File: src/hw/rtl/jpae_pkg.sv
// Shared types, constants and arithmetic helpers for the per-joint PID effort block.
// No dependencies; every other file of the block imports this package.
package jpae_pkg;

    localparam int JOINTS             = 32;
    localparam int JOINT_W            = (JOINTS > 1) ? $clog2(JOINTS) : 1;
    localparam int JOINT_IDX_W        = 5;
    localparam int SETTINGS_PER_JOINT = 8;
    localparam int LIMIT_W            = 31;
    localparam int ACC_W              = 52;
    localparam int DIV_STEPS          = 32;
    localparam int DIV_CNT_W          = $clog2(DIV_STEPS);
    localparam int FIFO_DEPTH         = 2;

    localparam logic [31:0]         DT_MIN             = 32'd4295;
    localparam logic [LIMIT_W-1:0]  EFFORT_LIMIT_RESET = 31'd26214400;
    localparam logic signed [31:0]  Q_MIN              = 32'sh8000_0000;
    localparam logic signed [31:0]  Q_MAX              = 32'sh7fff_ffff;

    typedef enum logic {
        OP_STEP = 1'b0,
        OP_LOAD = 1'b1
    } t_op;

    typedef enum logic [2:0] {
        SEL_KP    = 3'd0,
        SEL_KI    = 3'd1,
        SEL_KD    = 3'd2,
        SEL_KV    = 3'd3,
        SEL_IMIN  = 3'd4,
        SEL_IMAX  = 3'd5,
        SEL_LOWER = 3'd6,
        SEL_UPPER = 3'd7
    } t_sel;

    typedef enum logic [4:0] {
        S_IDLE, S_RD, S_TGT, S_ERR, S_DIFF, S_DIV, S_DIVE,
        S_MKI, S_MDT0, S_MDT1, S_INT, S_ICLP, S_KD, S_KV, S_SUM,
        S_CLP, S_TIE, S_TCLP, S_WB, S_LOAD
    } t_bstate;

    typedef struct packed {
        t_op                 op;
        logic [JOINT_W-1:0]  joint;
        t_sel                sel;
        logic signed [31:0]  value;
        logic signed [31:0]  tp;
        logic signed [31:0]  mp;
        logic signed [31:0]  tv;
        logic signed [31:0]  mv;
        logic signed [31:0]  ff;
        logic [31:0]         dt;
    } t_item;

    typedef struct packed {
        logic full;
        logic empty;
    } t_q_stat;

    typedef struct packed {
        logic signed [31:0] prev;
        logic signed [31:0] rate;
        logic signed [31:0] integ;
    } t_jstate;

    function automatic logic [31:0] mag32(logic signed [31:0] v);
        return v[31] ? 32'(-v) : 32'(v);
    endfunction

    function automatic logic signed [31:0] sat33(logic signed [32:0] v);
        if (v[32] != v[31]) return v[32] ? Q_MIN : Q_MAX;
        return v[31:0];
    endfunction

    function automatic logic signed [ACC_W-1:0] sext32(logic signed [31:0] v);
        return ACC_W'(v);
    endfunction

    // Q16.16 product magnitude back to Q16.16 with the sign applied afterwards
    function automatic logic signed [ACC_W-1:0] scale_term(logic [63:0] p, logic neg);
        logic signed [ACC_W-1:0] t;
        t = $signed(ACC_W'(p[63:16]));
        return neg ? -t : t;
    endfunction

    // upper bound first, lower bound wins when the bounds cross
    function automatic logic signed [ACC_W-1:0] clamp_acc(logic signed [ACC_W-1:0] v,
                                                         logic signed [ACC_W-1:0] lo,
                                                         logic signed [ACC_W-1:0] hi);
        logic signed [ACC_W-1:0] t;
        t = (v > hi) ? hi : v;
        return (t < lo) ? lo : t;
    endfunction

endpackage

File: src/hw/rtl/jpae_fifo.sv
// Two-entry item queue between the front classifier and the back sequencer.
// Depends on jpae_pkg (t_item, t_q_stat, FIFO_DEPTH).
module jpae_fifo (
    input  logic              i_clk,
    input  logic              i_rst_n,
    input  logic              i_push,
    input  jpae_pkg::t_item   i_item,
    input  logic              i_pop,
    output jpae_pkg::t_item   o_head,
    output jpae_pkg::t_q_stat o_stat
);
    import jpae_pkg::*;

    localparam int PTR_W = (FIFO_DEPTH > 1) ? $clog2(FIFO_DEPTH) : 1;
    localparam int CNT_W = PTR_W + 1;

    t_item            r_mem [FIFO_DEPTH];
    logic [PTR_W-1:0] r_wp, r_rp;
    logic [CNT_W-1:0] r_cnt;
    logic [CNT_W-1:0] n_cnt;

    assign n_cnt = r_cnt + CNT_W'(i_push) - CNT_W'(i_pop);

    always_ff @(posedge i_clk) begin
        if (!i_rst_n) begin
            r_wp  <= '0;
            r_rp  <= '0;
            r_cnt <= '0;
        end else begin
            if (i_push) r_wp <= r_wp + 1'b1;
            if (i_pop)  r_rp <= r_rp + 1'b1;
            r_cnt <= n_cnt;
        end
    end

    always_ff @(posedge i_clk) begin
        if (i_push) r_mem[r_wp] <= i_item;
    end

    assign o_head       = r_mem[r_rp];
    assign o_stat.full  = (r_cnt == CNT_W'(FIFO_DEPTH));
    assign o_stat.empty = (r_cnt == '0);

endmodule

File: config.mk
export PLATFORM = sky130hd
export DESIGN_NAME = jpae_fifo
export DESIGN_NICKNAME = d
export VERILOG_FILES = /design/src/hw/rtl/jpae_pkg.sv /design/src/hw/rtl/jpae_fifo.sv
export SDC_FILE = /design/constraint.sdc
export NUM_CORES = 1
export LEC_CHECK = 0
export ABC_AREA = 1
export BUFFER_PORTS_ARGS = -buffer_cell sky130_fd_sc_hd__buf_2
export CORE_MARGIN = 5
export CORE_UTILIZATION = 30
export CTS_CLUSTER_DIAMETER = 80
export DETAILED_ROUTE_END_ITERATION = 12
export PLACE_DENSITY = 0.47
export SKIP_CTS_REPAIR_TIMING = 1
export SYNTH_ARGS = -nofsm -noshare
export SYNTH_HDL_FRONTEND = slang
export SYNTH_SLANG_ARGS = --single-unit
File: constraint.sdc
create_clock -name i_clk -period 33 [get_ports i_clk]
set_input_delay 3.3 -clock i_clk [delete_from_list [all_inputs] [get_ports i_clk]]
set_output_delay 3.3 -clock i_clk [all_outputs]
set_load 0.05 [all_outputs]
# After elaboration in Yosys (flattened, before gate mapping)
# Memories as Yosys holds them, arrays and structs flattened. A register that Yosys moved wholly into a read port is not among the register bits.
# Cells that the tools add are included.
[totals]
reg_bits = 4
ram_bits = 466
wordCells = 14
memories = 1
output_inout_bits = 235
rom_bits = 0
latchBits = 0
[classes]
n_eq_ne = 1
n_mul = 0
reduce_logical = 1
addsub = 4
bitwise_logic = 0
n_lt_le_gt_ge = 0
div = 0
n_shift = 0
muxes = 4
[memory_table]
columns = ["name", "depth", "word_bits", "read_ports", "rd_clocked_by_memory_dff", "write_ports", "line_no", "text"]
rows = [
  ["r_mem", 2, 233, 1, 1, 1, "jpae_fifo.sv:17", "t_item r_mem [FIFO_DEPTH];"],
]
[op_table]
columns = ["op", "count"]
rows = [
  ["$mux W1", 4],
  ["$add A1 B1 Y1 const B", 2],
  ["$add A2 B1 Y2", 1],
  ["$eq A2 B2 Y1 const B", 1],
  ["$logic_not A2 Y1", 1],
  ["$sub A2 B1 Y2", 1],
]

# Depth between registers and ports, before layout
[depth]
word_depth = 3
depth_mapped = 9

# Least setup slack after synthesis
# No wires, ideal clock.
[synth_path]
kind = "in2reg"
from = "in i_push"
to = "mem r_mem[0][0] (netlist name), enable pin"
arrival_ns = 13.074
path_stages = 2
path_buffers = 0
required_ns = 32.163
setup_ns = 0.837
slack_ns = 19.089
cell_sequence = "inv_1 > nor2_1"
[synth_between]
elab_chain_cells = 2
[synth_rtl]
columns = ["element", "line_no", "text"]
rows = [
  ["start: declaration", "jpae_fifo.sv:6", "input logic i_push,"],
  ["$mux W1", "jpae_fifo.sv:37", "if (i_push) r_mem[r_wp] <= i_item;"],
  ["$mux W1 (not written as such)", "jpae_fifo.sv:37", ""],
  ["end: declaration", "jpae_fifo.sv:17", ""],
]
# Every way passes these cells.

==> run summary <==
status -> finished, final reports clean
Main synth FF type -> edfxtp_1
Finish-stage setup viols -> 0
share of cells above drive strength 1 -> 0.598
Die Span Y -> 253 um
drt wl/cell -> 20.4 um
I/O pin count -> 472
top cell type's share of synthesized area -> 0.789
Max Cap Viol -> 0
EDFF count, synth -> 466
top-count cell post-synth -> edfxtp_1
Clock Skew -> 0.0121 ns
die span in x -> 253 um
asr flop ratio synth -> 0
fin crit share -> 0.195
Seq/Total Area, Yosys -> 0.794
TritonCTS clock tree -> built
Final nets -> 1505
Core ar. -> 58800 um^2
area leader, netlist -> edfxtp_1
total negative slack -> 0 ns
Hold Crit Class -> flop to flop
Synthesis Warnings -> 0
Vias/cell -> 4.20
Worst Setup End Kind -> output port
H-tree depth -> 2
total power -> 1.46 mW
clk buf depth -> 3
met1 usage -> 0.132
Fill cells -> 5511
Seq cells post-synth -> 471
met3 Usage GRT -> 0.0449
die footprint -> 64100 um^2
RSZ-0062 raised after global routing -> false
pin count of the biggest net entering global routing -> 115
final-report hold violation count -> 0
clk slew on worst S/H paths -> 0.05 ns
Detailed Route WL -> 42600 um
clk_lat worst skew -> 0.57 ns
GRT Residual Overflow -> 0
Vias -> 8789
cells after synthesis -> 759
initial antenna violation count -> 15
Final Slew Violations -> 0
total CTS buffers -> 52
flop-to-flop setup slack -> 30.37 ns
antenna-violating nets left -> 0
net count after synthesis -> 998
Final Cell Area -> 22500 um^2
final worst slack -> 26.57 ns
Placement Cell Area -> 20900 um^2
synthesis-to-layout area growth -> 27.1%
pin slew with the least headroom to its limit -> 1.02 ns
Startpoint Class -> flop
cell area after synthesis -> 17700 um^2
Final HPWL DP -> 29400 um
synth cell count leaders -> edfxtp_1 (466), mux2_4 (170), mux2_2 (63)
Iteration-0 DRC Markers -> 377
global placement routability congestion -> 0.791
Syn Area/Cell -> 23.4 um^2
Tot GR Track Use -> 0.124
First-pass DRT Iterations -> 4
GR Util met2 -> 0.223
Lkg Pwr -> 8.72 nW
first-pass GRT wire length -> 59400 um
vias in the first global route -> 9483
drt drc -> 0
initial core utilization -> 0.302
layer with the highest usage -> met2
slew margin rel. -> 0.323
clock sinks -> 471
WP data arrival -> 3.13 ns
CTS root buf -> clkbuf_16
Port Buffer Count -> 471
Netlist cell types -> 12
maximum VDD drop -> 0.0000416 V
fin crit period -> 6.43 ns
highest clock rate -> 0.155 GHz
CP Class -> flop to output port
Max FO, Critical Path -> 61
FP Rows -> 89
Critical Path RT -> 29.70 ns
pre-CTS WS -> 27.10 ns
Pwr per Cell Area -> 65.0 nW/um^2
most area-consuming cells after synthesis -> edfxtp_1 (79%), mux2_4 (14%), mux2_2 (4.0%)
-- final cells by class --
| cell class | instances | area, um^2 | share of cell area |
|---|---|---|---|
| well taps | 773 | 967 | 0.0429 |
| multi-input cells | 254 | 3370 | 0.149 |
| inverters | 8 | 37.5 | 0.00166 |
| diodes | 11 | 27.5 | 0.00122 |
| flip-flops and latches | 471 | 14100 | 0.625 |
| clock inverters | 23 | 190 | 0.00844 |
| clock buffers | 72 | 1430 | 0.0633 |
| repair buffers | 479 | 2430 | 0.108 |
-- logic make-up (layout without fill, tap and decap cells) --
group | count (synthesis) | count (layout) | synth area share
fa+ha+maj | 2 | 2 | 0.00141
other cells | 0 | 11 | 0
mux | 233 | 233 | 0.184
buf+inv | 34 | 582 | 0.0161
simple gates | 18 | 18 | 0.00388
compound gates | 1 | 1 | 0.000282
flops | 471 | 471 | 0.794
-- path summary, 6_finish.rpt --
kind	startpoint	to	cells past startpoint
min	r_rp	flop	2
min reg2reg	r_rp	flop	2
max reg2reg	r_wp	r_mem[1][61]	3
max	flop	o_head[228]	3
-- report_power, final --
| part | switching, mW | internal (mW) | total (mW) | leakage [nW] |
|---|---|---|---|---|
| logic | 0.148 | 0.0659 | 0.214 | 3.52 |
| clock network | 0.221 | 0.324 | 0.545 | 0.790 |
| registers | 0.0109 | 0.694 | 0.705 | 4.42 |
| total | 0.380 | 1.08 | 1.46 | 8.72 |
-- stage by stage --
step           utilization  std cells  hold slack, ns
2_1_floorplan            -        759           0.463
3_3_place_gp         0.355       1985           0.477
3_5_place_dp         0.355       1985           0.487
4_1_cts              0.383       2080           0.501
5_1_grt              0.383       2087           0.529
6_report             0.383       2091           0.496
-- cell usage in the layout, fill, tap and decap left out --
| cell type | instances |
|---|---|
| dfxtp_1 | 4 |
| clkinv_1 | 12 |
| dfxtp_4 | 1 |
| diode_2 | 11 |
| inv_8 | 1 |
| edfxtp_1 | 466 |
| clkbuf_1 | 16 |
| buf_4 | 7 |
| nand3_1 | 1 |
| clkbuf_8 | 3 |
| clkbuf_16 | 53 |
| buf_2 | 471 |
| clkinv_8 | 1 |
| nor2_1 | 8 |
| a21oi_1 | 1 |
| clkinv_2 | 6 |
| mux2_2 | 63 |
| inv_6 | 1 |
| inv_1 | 7 |
| ha_1 | 2 |
| mux2_4 | 170 |
| buf_12 | 1 |
| nor2_4 | 1 |
| bufinv_16 | 3 |
| nand2_1 | 8 |
-- critical path, cell delays in order (launching register included) --
cell and delay, ns:
dfxtp_4 0.94, buf_4 0.90, mux2_2 0.42, buf_2 0.21
-- layer usage --
| layer | share of wire | vias to the layer above |
|---|---|---|
| met1 | 0.36 | 4386 |
| met2 | 0.53 | 268 |
| met4 | 0.028 | 10 |
| li1 | - | 4046 |
| met3 | 0.078 | 79 |
| met5 | 0.0015 | - |
-- flip-flops by register name, indices dropped and copies added (netlist names), named ones only --
signal  flops
r_mem     466
r_cnt       2
r_rp        1
r_wp        1
Note: power is estimated with default switching activity, not from simulation.
